## config.mk

```make
export PLATFORM = sky130hd
export DESIGN_NAME = handheld_timer_divider_unit
export DESIGN_NICKNAME = d
export VERILOG_FILES = /design/src/design/htdu_pkg.sv /design/src/design/handheld_timer_divider_unit.sv
export SDC_FILE = /design/constraint.sdc
export NUM_CORES = 1
export LEC_CHECK = 0
export BUFFER_PORTS_ARGS = -buffer_cell sky130_fd_sc_hd__buf_4
export CAP_MARGIN = 20
export CORE_MARGIN = 2
export CORE_UTILIZATION = 45
export CTS_BUF_LIST = sky130_fd_sc_hd__clkbuf_8
export DETAILED_ROUTE_END_ITERATION = 10
export SYNTH_ARGS = -nofsm -noshare
export SYNTH_HDL_FRONTEND = slang
export SYNTH_SLANG_ARGS = --single-unit
```

## constraint.sdc

```tcl
create_clock -name clk_i -period 6 [get_ports clk_i]
set_input_delay 1.2 -clock clk_i [delete_from_list [all_inputs] [get_ports clk_i]]
set_output_delay 1.2 -clock clk_i [all_outputs]
set_load 0.01 [all_outputs]
```

## src/design/htdu_pkg.sv

```systemverilog
// Package for the handheld timer/divider unit: opcode and register codes,
// field widths and the prescale period lookup. Depends on nothing.

package htdu_pkg;

  localparam int unsigned ByteW     = 8;
  localparam int unsigned CtrlW     = 3;
  localparam int unsigned PrescaleW = 11;

  localparam logic [PrescaleW-1:0] PrescaleMax = '1;
  localparam logic [ByteW-1:0]     ByteMax     = '1;

  // Control register bit holding the counter enable
  localparam int unsigned CtrlEnableBit = 2;

  typedef enum logic [1:0] {
    OP_READ  = 2'd0,
    OP_WRITE = 2'd1,
    OP_TICK  = 2'd2
  } opcode_e;

  typedef enum logic [1:0] {
    REG_DIVIDER = 2'd0,
    REG_COUNTER = 2'd1,
    REG_MODULO  = 2'd2,
    REG_CONTROL = 2'd3
  } reg_sel_e;

  typedef enum logic [1:0] {
    PER_1024 = 2'd0,
    PER_16   = 2'd1,
    PER_64   = 2'd2,
    PER_256  = 2'd3
  } period_sel_e;

  // Prescale period selected by control bits 1..0
  function automatic logic [PrescaleW-1:0] period_of(input logic [1:0] sel);
    logic [PrescaleW-1:0] per;
    unique case (period_sel_e'(sel))
      PER_1024: per = PrescaleW'(1024);
      PER_16:   per = PrescaleW'(16);
      PER_64:   per = PrescaleW'(64);
      PER_256:  per = PrescaleW'(256);
      default:  per = PrescaleW'(1024);
    endcase
    return per;
  endfunction

endpackage

```

## src/design/handheld_timer_divider_unit.sv

```systemverilog
// Top level of the handheld timer/divider unit: input register, register
// file with tick logic, and result register. Depends on htdu_pkg.
//
// Usage
//   Input channel (in_valid_i / in_stall_o) carries one command per transfer:
//   a register read, a register write, or a tick of elapsed machine cycles.
//   Output channel (out_valid_o / out_stall_i) returns exactly one result per
//   command: read_data_o holds the selected register on a read and zero
//   otherwise; timer_irq_o pulses on the tick whose counter overflow reloaded
//   the counter from the modulo register.
//   Flow: a command taken is held in the input register; its effect on the
//   registers and its result are committed together when it moves on into
//   the result register, which offers the result on the output channel.
//   Throughput: one command per cycle while the receiver does not stall.
//   The whole decode, the 11-bit prescale add, saturate, compare and
//   subtract and the 8-bit counter step sit in one combinational pass
//   between the input register and the result register.
//   Stalls: while the receiver stalls a waiting result, the result register
//   holds and one further command waits in the input register; only then is
//   in_stall_o raised. No state changes while a command waits.
//   Reset: all timer registers, the prescale count and both valid flags
//   clear; the control register reads as period 1024, timer disabled.

module handheld_timer_divider_unit (
  input  logic                         clk_i,
  input  logic                         rst_ni,
  // Command channel
  input  logic                         in_valid_i,
  output logic                         in_stall_o,
  input  logic [1:0]                   opcode_i,
  input  logic [1:0]                   reg_select_i,
  input  logic [htdu_pkg::ByteW-1:0]   write_data_i,
  input  logic [htdu_pkg::ByteW-1:0]   elapsed_cycles_i,
  input  logic                         divider_step_i,
  // Result channel
  output logic                         out_valid_o,
  input  logic                         out_stall_i,
  output logic [htdu_pkg::ByteW-1:0]   read_data_o,
  output logic                         timer_irq_o
);

  // Input register
  logic                       in_valid_q;
  logic [1:0]                 opcode_q;
  logic [1:0]                 reg_select_q;
  logic [htdu_pkg::ByteW-1:0] write_data_q;
  logic [htdu_pkg::ByteW-1:0] elapsed_cycles_q;
  logic                       divider_step_q;

  // Timer state
  logic [htdu_pkg::ByteW-1:0]     divider_q, divider_d;
  logic [htdu_pkg::ByteW-1:0]     counter_q, counter_d;
  logic [htdu_pkg::ByteW-1:0]     modulo_q, modulo_d;
  logic [htdu_pkg::CtrlW-1:0]     control_q, control_d;
  logic [htdu_pkg::PrescaleW-1:0] prescale_q, prescale_d;

  // Result register
  logic                       out_valid_q;
  logic [htdu_pkg::ByteW-1:0] read_data_q, read_data_d;
  logic                       timer_irq_q, timer_irq_d;

  logic out_free;
  logic in_accept;
  logic commit;

  // The result register takes a new entry when empty or being drained
  assign out_free   = !out_valid_q || !out_stall_i;
  assign commit     = in_valid_q && out_free;
  assign in_stall_o = in_valid_q && !out_free;
  assign in_accept  = in_valid_i && !in_stall_o;

  // Capture the command; hold it while the result side is blocked
  always_ff @(posedge clk_i or negedge rst_ni) begin
    if (!rst_ni) begin
      in_valid_q <= 1'b0;
    end else if (in_accept) begin
      in_valid_q <= 1'b1;
    end else if (commit) begin
      in_valid_q <= 1'b0;
    end
  end

  always_ff @(posedge clk_i) begin
    if (in_accept) begin
      opcode_q         <= opcode_i;
      reg_select_q     <= reg_select_i;
      write_data_q     <= write_data_i;
      elapsed_cycles_q <= elapsed_cycles_i;
      divider_step_q   <= divider_step_i;
    end
  end

  // Single pass: decode the held command, compute next state and result
  always_comb begin
    logic [htdu_pkg::PrescaleW:0]   sum;
    logic [htdu_pkg::PrescaleW-1:0] sat;
    logic [htdu_pkg::PrescaleW-1:0] per;

    divider_d   = divider_q;
    counter_d   = counter_q;
    modulo_d    = modulo_q;
    control_d   = control_q;
    prescale_d  = prescale_q;
    read_data_d = '0;
    timer_irq_d = 1'b0;

    sum = {1'b0, prescale_q} + (htdu_pkg::PrescaleW+1)'(elapsed_cycles_q);
    sat = sum[htdu_pkg::PrescaleW] ? htdu_pkg::PrescaleMax : sum[htdu_pkg::PrescaleW-1:0];
    per = htdu_pkg::period_of(control_q[1:0]);

    unique case (htdu_pkg::opcode_e'(opcode_q))
      htdu_pkg::OP_READ: begin
        unique case (htdu_pkg::reg_sel_e'(reg_select_q))
          htdu_pkg::REG_DIVIDER: read_data_d = divider_q;
          htdu_pkg::REG_COUNTER: read_data_d = counter_q;
          htdu_pkg::REG_MODULO:  read_data_d = modulo_q;
          default:               read_data_d = htdu_pkg::ByteW'(control_q);
        endcase
      end
      htdu_pkg::OP_WRITE: begin
        unique case (htdu_pkg::reg_sel_e'(reg_select_q))
          htdu_pkg::REG_DIVIDER: divider_d = '0;
          htdu_pkg::REG_COUNTER: counter_d = write_data_q;
          htdu_pkg::REG_MODULO:  modulo_d  = write_data_q;
          default: begin
            // Keep the low control bits and restart the prescaler
            control_d  = write_data_q[htdu_pkg::CtrlW-1:0];
            prescale_d = '0;
          end
        endcase
      end
      htdu_pkg::OP_TICK: begin
        if (divider_step_q) begin
          divider_d = divider_q + 1'b1;
        end
        prescale_d = sat;
        // At most one period per tick
        if (sat >= per) begin
          prescale_d = sat - per;
          if (control_q[htdu_pkg::CtrlEnableBit]) begin
            if (counter_q == htdu_pkg::ByteMax) begin
              counter_d   = modulo_q;
              timer_irq_d = 1'b1;
            end else begin
              counter_d = counter_q + 1'b1;
            end
          end
        end
      end
      default: ;  // unused opcode: no effect, all-zero result
    endcase
  end

  // Commit state only when the command moves into the result register
  always_ff @(posedge clk_i or negedge rst_ni) begin
    if (!rst_ni) begin
      divider_q  <= '0;
      counter_q  <= '0;
      modulo_q   <= '0;
      control_q  <= '0;
      prescale_q <= '0;
    end else if (commit) begin
      divider_q  <= divider_d;
      counter_q  <= counter_d;
      modulo_q   <= modulo_d;
      control_q  <= control_d;
      prescale_q <= prescale_d;
    end
  end

  always_ff @(posedge clk_i or negedge rst_ni) begin
    if (!rst_ni) begin
      out_valid_q <= 1'b0;
    end else if (out_free) begin
      out_valid_q <= in_valid_q;
    end
  end

  always_ff @(posedge clk_i) begin
    if (commit) begin
      read_data_q <= read_data_d;
      timer_irq_q <= timer_irq_d;
    end
  end

  assign out_valid_o = out_valid_q;
  assign read_data_o = read_data_q;
  assign timer_irq_o = timer_irq_q;

`ifndef SYNTHESIS
  // Stall only when both stages are occupied
  a_stall_cause: assert property (@(posedge clk_i) disable iff (!rst_ni)
    in_stall_o |-> (in_valid_q && out_valid_q))
    else $error("input stalled without a full pipeline");

  // A committed command always lands in the result register
  a_commit_lands: assert property (@(posedge clk_i) disable iff (!rst_ni)
    commit |=> out_valid_q)
    else $error("committed command lost");

  // An interrupt reloads the counter from modulo
  a_irq_reload: assert property (@(posedge clk_i) disable iff (!rst_ni)
    (commit && timer_irq_d) |=> (counter_q == $past(modulo_q)))
    else $error("overflow did not reload the counter");

  // A control write restarts the prescaler
  a_ctrl_clear: assert property (@(posedge clk_i) disable iff (!rst_ni)
    (commit && (opcode_q == htdu_pkg::OP_WRITE) && (reg_select_q == htdu_pkg::REG_CONTROL))
    |=> (prescale_q == '0))
    else $error("control write did not clear the prescale count");
`endif

endmodule

```

==> impl_metrics.toml, run 1 <==
[cells_and_area]
layout_filler_cell_count = 770
layout-area-overhead-vs-synth_pct = 14.5
fraction_of_the_core_area_covered_by_cells_at_the_end_of_the_flow_pct = 52.6
antenna-diode-count = 0
layout.nets = 451
drive_gt1_share_pct = 21.2

[hold_path]
min-delay-start = "prescale_q[0]$_DFFE_PN0P_"
worstHoldPathType = "flip-flop to flip-flop"
hold-path-cell-count = 2
hold-path-endpoint = "prescale_q[0]$_DFFE_PN0P_"

[logic_synthesis]
synth_largest_area_cell = "dfrtp_1"
synthTopCellsByCount = "nor2_1 (42), dfrtp_1 (40), nand2_1 (33), edfxtp_1 (30), a21oi_1 (28)"
post_synth_instance_area_um2 = 3950
yosysSeqAreaShare_pct = 48.2
synth_enable_flop_cells = 30
synth_top_area_share_pct = 25.4
synthMostInstantiatedCell = "nor2_1"
synth-warning-count = 0
syn_inst_count = 372
synthArstFlopShare_pct = 57.1
yosys_register_bits = 70
synth-main-ff-cell = "dfrtp_1"
synth_fp_nets = 413
post_synth_num_cell_types = 64
syn_area_per_cell_um2 = 10.6
synth.area.top_cells = "dfrtp_1 (25%), edfxtp_1 (23%), ha_1 (4.8%), mux2_2 (4.6%), nor2_1 (4.0%)"

[global_routing]
grt_start_max_net_pins = 41
globalRouteTotalUtil_pct = 19.5
first_global_vias = 2853
grt_overflow_total = 0
antenna_found_initial = 0
wire_length_of_the_first_global_routing_pass_mm = 14.8

[setup_path]
end_kind = "flip-flop"
start_kind = "flip-flop"
critPathArrivalTime_ns = 4.27
worstRegToRegCells = 15
rrSetupSlack_ns = 1.95
critical_path_class = "flip-flop to flip-flop"
reg_to_reg_critical_path_endpoint = "counter_q[3]$_DFFE_PN0P_"
crit_path_start = "elapsed_cycles_q[0]$_DFFE_PP_"
timing.critical_path.fanout_max = 9
critPathRequiredTime_ns = 6.22
r2r_start = "elapsed_cycles_q[0]$_DFFE_PP_"

[cts]
cts.path.max_buffers = 2
cts_setup_buffers = 0
tritoncts_num_sinks = 70
worstSkewPairLatency_ns = 0.34
post_cts_hold_buffer_count = 0
clock_tree.root_cell = "clkbuf_8"
cts_buffers = 9
ctsResizeCount = 0
tritoncts_clock_tree = "yes"
number_of_h_tree_levels = 3
cts.clk_slew.worst_paths_ns = 0.07

[sta]
finalHoldWorstSlack_ns = 0.481
rsz_0062_raised_after_global_routing = "false"
worstMarginPinSlew_ns = 0.995
fmax_mhz = 247
finalMaxSlewViolations = 0
relSlewSlack_pct = 33.7
finClkSkew_ns = 0.00904
setup-violations-final = 0
post-route-period-util_pct = 67.4
hold_violations = 0
final_critical_path_setup_slack_ns = 1.95
final.min_clock_period_ns = 4.05
timing.setup.tns_ns = 0

[power_and_ir_drop]
worst_ir_drop_on_vdd_v = 0.000168
power_per_cell_area_nw_per_um2 = 431
power.static_leakage_nw = 1.89

[flow_run]
drv_cap = 0

[placement]
gpl.final_weighted_congestion = 0.891
sum_of_net_half_perimeters_after_detailed_placement_mm = 6.31
placement.io_buffers = 35
setup_slack_after_placement_ns = 2.00

[drt]
dr.first_iter.drc_count = 201
wl_mm = 8.73
drc_errors = 0
avgRoutedWirePerCell_um = 16.7
vias = 3027
drt_pre_antenna_iters = 5
post_route_ant_nets = 0
vias_cell = 5.79

[floorplanning]
core_area_um2 = 8590
die_height_um = 97.6
design.die.area_um2 = 9530
ioPinCount = 36
die-width_um = 97.6
std_cell_rows = 34
initial_utilization_pct = 45.9

[outcome]
status = "complete, no violations"
==> where the power goes <==
part / internal (W) / total (W) / leakage, nW / switching, W
clock: 0.000212 / 0.000390 / 0.112 / 0.000178
sequential: 0.000607 / 0.000727 / 0.795 / 0.000119
combinational: 0.000353 / 0.000831 / 0.980 / 0.000477
total: 0.00117 / 0.00195 / 1.89 / 0.000775
==> cells by family (layout without fill, tap and decap cells) <==
kind of cell	after synthesis	after routing	synth area share (%)
adders and majority gates	16	16	5.26
DFF	70	70	48.2
AOI/OAI and AO/OA	93	93	16.7
buffers and inverters	20	63	2.09
xor gates and xnor gates	14	14	3.11
and+or+nand+nor	134	134	16.8
muxes	25	25	7.80
==> layout make-up <==
| cell class | instances | area [um^2] | share of cell area [%] |
|---|---|---|---|
| Multi-Input combinational cell | 282 | 1960 | 43.4 |
| Sequential cell | 70 | 1900 | 42.1 |
| Timing Repair Buffer | 37 | 278 | 6.15 |
| Clock buffer | 11 | 151 | 3.35 |
| Tap cell | 108 | 135 | 2.99 |
| Clock inverter | 5 | 51.3 | 1.14 |
| Inverter | 10 | 37.5 | 0.831 |
==> placed cells by master, fill, tap and decap left out, types with 4 or more instances in the layout <==
cell      instances
a21oi_1          28
dfrtp_1          40
nor2_1           42
buf_4            37
nor2b_1          11
edfxtp_1         30
mux2i_1           6
xnor2_1           5
a21oi_2           4
mux2_2           16
and3_1            4
nand3_1          14
clkbuf_8         11
nand2_1          33
ha_1             15
inv_1            12
xor2_1            9
a31oi_1           4
nand2b_1          5
o21ai_0          16
==> how the worst max path moves through the flow <==
stage	to	cells past startpoint
global route	counter_q[3]$_DFFE_PN0P_	15
floorplan	counter_q[1]$_DFFE_PN0P_	16
detailed placement	counter_q[3]$_DFFE_PN0P_	13
CTS	counter_q[3]$_DFFE_PN0P_	13
global placement	counter_q[5]$_DFFE_PN0P_	15
finish	counter_q[3]$_DFFE_PN0P_	15
==> per-layer routing <==
metal  up-vias  share of wire, %  track usage [%]
met4         0               1.4             6.62
li1       1453                 -                -
met2       109                42             27.0
met3        12               4.9             3.24
met5         -                 0                0
met1      1453                52             30.9
==> through the flow <==
stage,total power (W),cell area [um^2],instances
after floorplan,0.00135,3950,372
final,0.00195,4520,523
after CTS,0.00194,4520,523
after detailed placement,0.00155,4310,507
after global routing,0.00209,4520,523
after global placement,0.00154,4310,507
==> critical path, stage by stage (launching register included) <==
cell and delay (ns):
edfxtp_1 0.37, ha_1 0.23, inv_1 0.07, fa_1 0.20, nor2b_1 0.07, o31a_1 0.27
nor2_1 0.15, inv_1 0.05, a21oi_1 0.17, xor2_1 0.22, nand2_1 0.10, ha_1 0.37
o2bb2ai_2 0.10, or4_1 0.76, a31oi_4 0.41, mux2_2 0.38
==> sequential cells by signal, indices dropped and copies added (netlist names) <==
name	flops
read_data_o	8
in_valid_q	1
reg_select_q	2
write_data_q	8
divider_q	8
timer_irq_o	1
control_q	3
modulo_q	8
counter_q	8
prescale_q	11
opcode_q	2
out_valid_o	1
elapsed_cycles_q	8
divider_step_q	1
Power figures use the tool's default switching activity.
==> inputs of run 2 (changes only) <==
ABC_AREA = 1   (was default)
clock period = 4.03 ns   (was 6 ns; I/O delays follow)
==> impl_metrics.toml, run 2 <==
[outcome]
status = "complete, no violations"

[cts]
number_of_h_tree_levels = 3
tritoncts_clock_tree = "yes"
tritoncts_num_sinks = 70
cts.path.max_buffers = 2
cts_setup_buffers = 0
cts_buffers = 9
worstSkewPairLatency_ns = 0.35
cts.clk_slew.worst_paths_ns = 0.08
clock_tree.root_cell = "clkbuf_8"

[logic_synthesis]
yosysSeqAreaShare_pct = 46.2
synthArstFlopShare_pct = 57.1
synth-main-ff-cell = "dfrtp_1"
syn_inst_count = 501
synth.area.top_cells = "dfrtp_1 (24%), edfxtp_1 (22%), nand2_1 (12%), inv_1 (6.7%), o21ai_0 (4.7%)"
synth-warning-count = 0
synth_fp_nets = 542
syn_area_per_cell_um2 = 8.22
synth_largest_area_cell = "dfrtp_1"
synth_enable_flop_cells = 30
post_synth_num_cell_types = 39
synthTopCellsByCount = "nand2_1 (132), inv_1 (73), dfrtp_1 (40), o21ai_0 (39), nor2_1 (37)"
synth_top_area_share_pct = 24.3
synthMostInstantiatedCell = "nand2_1"
yosys_register_bits = 70
post_synth_instance_area_um2 = 4120

[global_routing]
grt_start_max_net_pins = 41
first_global_vias = 3224
globalRouteTotalUtil_pct = 20.1
wire_length_of_the_first_global_routing_pass_mm = 15.7
grt_overflow_total = 0
antenna_found_initial = 0

[floorplanning]
die_height_um = 99.7
die-width_um = 99.7
std_cell_rows = 34
design.die.area_um2 = 9930
initial_utilization_pct = 46.8
core_area_um2 = 8810
ioPinCount = 36

[sta]
final.min_clock_period_ns = 3.63
worstMarginPinSlew_ns = 0.893
fmax_mhz = 276
rsz_0062_raised_after_global_routing = "false"
setup-violations-final = 0
post-route-period-util_pct = 90.0
finalMaxSlewViolations = 0
timing.setup.tns_ns = 0
hold_violations = 0
finClkSkew_ns = 0.0161
relSlewSlack_pct = 40.4

[drt]
wl_mm = 9.33
post_route_ant_nets = 0
dr.first_iter.drc_count = 229
vias_cell = 5.13
drt_pre_antenna_iters = 4
drc_errors = 0
avgRoutedWirePerCell_um = 14.2
vias = 3364

[setup_path]
critical_path_class = "flip-flop to flip-flop"
critPathRequiredTime_ns = 4.26
start_kind = "flip-flop"
path_common_cell = "inv_1"
slowest_delay_ns = 0.40
timing.critical_path.slowest_stage_cell = "fa_1"
end_kind = "flip-flop"
crit_path_cells = "ha_1 -> inv_1 -> fa_1 -> o21ai_1 -> nand4_1 -> o211ai_1 -> xor2_1 -> nor2_1 -> inv_1 -> ha_1 -> inv_1 -> nor3_1 -> nand4_1 -> nor2_1 -> nand3_1 -> nor2_2 -> nor2_4 -> nand3_4 -> nand2_4 -> nand2_8 -> nand2_8 -> nand2_2 -> nand2_1"
timing.critical_path.fanout_max = 9
critPathArrivalTime_ns = 3.86

[power_and_ir_drop]
worst_ir_drop_on_vdd_v = 0.000262
power.static_leakage_nw = 2.30
power_report.internal_total_w = 0.00177
power_per_cell_area_nw_per_um2 = 680
combPwrFrac_pct = 48.5
power_switching_w = 0.00141
p_total_w = 0.00319
seq_power_share_pct = 34.4
sw_share_pct = 44.4
p_clk_share_pct = 17.1

[cells_and_area]
largest_register_ff_count = 11
max_flop_register = "prescale_q"
layout-area-overhead-vs-synth_pct = 13.8
layout_common_cells = "nand2_1 (132), inv_1 (76), dfrtp_1 (40)"
drive_gt1_share_pct = 16.1
layout_commonest_cell = "nand2_1"
antenna-diode-count = 0
layout_filler_cell_count = 854
layout.nets = 584

[placement]
sum_of_net_half_perimeters_after_detailed_placement_mm = 7.09
placement.io_buffers = 35
gpl.final_weighted_congestion = 0.956

[flow_run]
drv_cap = 0

[hold_path]
worstHoldPathType = "input port to async pin"
run 2: power groups by stage:
stage / Clock, W / Combinational [W] / Sequential, W
after floorplan: 0 / 0.00120 / 0.00106
after global placement: 0 / 0.00149 / 0.00111
after detailed placement: 0 / 0.00152 / 0.00111
after CTS: 0.000558 / 0.00154 / 0.00109
after global routing: 0.000588 / 0.00177 / 0.00112
final: 0.000546 / 0.00154 / 0.00110
run 2: metrics by stage:
step | hold WS, ns | setup slack [ns] | instances | cell area, um^2 | util, %
3_3_place_gp | 0.454 | 0.450 | 640 | 4500 | 51.1
3_5_place_dp | 0.467 | 0.311 | 640 | 4500 | 51.1
4_1_cts | 0.450 | 0.261 | 656 | 4690 | 53.2
2_1_floorplan | 0.433 | 0.720 | 501 | 4120 | -
5_1_grt | 0.481 | 0.0343 | 656 | 4690 | 53.2
6_report | 0.436 | 0.405 | 656 | 4690 | 53.2
run 2: what timing repair did:
item / CTS / global route
hold buffers: 0 / 0
endpoints found under the setup margin: 0 / 9
gates resized for setup: 0 / 1
run 2: area by class of cell:
class | instances | area (um^2) | area share (%)
multi-input cells | 350 | 1910 | 40.7
flip-flops and latches | 70 | 1900 | 40.6
inverters | 76 | 288 | 6.14
repair buffers | 36 | 270 | 5.77
well taps | 108 | 135 | 2.88
clock buffers | 9 | 124 | 2.64
clock inverters | 7 | 60.1 | 1.28
run 2: cells by family (layout without fill, tap and decap cells):
| logic type | count (synthesis) | in the layout | share of synthesized area, % |
|---|---|---|---|
| multiplexers | 1 | 1 | 0.273 |
| AO/OA/AOI/OAI | 71 | 71 | 9.42 |
| AND/OR/NAND/NOR | 253 | 253 | 29.6 |
| buffers and inverters | 81 | 128 | 7.53 |
| XOR/XNOR | 9 | 9 | 1.91 |
| flip-flops | 70 | 70 | 46.2 |
| adder cells (fa/ha/maj) | 16 | 16 | 5.04 |
run 2: final timing paths:
| path | startpoint | end | slack (ns) | depth (start not counted) |
|---|---|---|---|---|
| worst max-delay path | prescale_q[0]$_DFFE_PN0P_ | counter_q[1]$_DFFE_PN0P_ | 0.40 | 23 |
| worst min-delay path | rst_ni | prescale_q[8]$_DFFE_PN0P_ | 0.44 | 1 |
| worst max register to register | prescale_q[0]$_DFFE_PN0P_ | counter_q[1]$_DFFE_PN0P_ | 0.40 | 23 |
| worst min register to register | in_valid_q$_DFFE_PN0P_ | out_valid_o$_DFFE_PN0P_ | 0.48 | 2 |
| max in group asynchronous | rst_ni | modulo_q[2]$_DFFE_PN0P_ | 3.22 | 1 |
| min in group clk_i | in_valid_q$_DFFE_PN0P_ | out_valid_o$_DFFE_PN0P_ | 0.48 | 2 |
run 2: per-layer routing:
| metal | track usage, % | vias up | wire length [um] |
|---|---|---|---|
| met3 | 2.95 | 14 | 582 |
| met4 | 6.85 | 0 | 165 |
| li1 | - | 1712 | - |
| met5 | 0 | - | 0 |
| met2 | 29.1 | 99 | 3820 |
| met1 | 30.8 | 1539 | 4760 |
run 2: worst max-delay path, delay by kind of cell, from the launching register on:
kind,cells,cell delay (ns)
fa+ha+maj,3,0.97
buf+inv,3,0.22
compound gates,2,0.42
flops,1,0.35
simple gates,14,1.44
xor+xnor,1,0.10
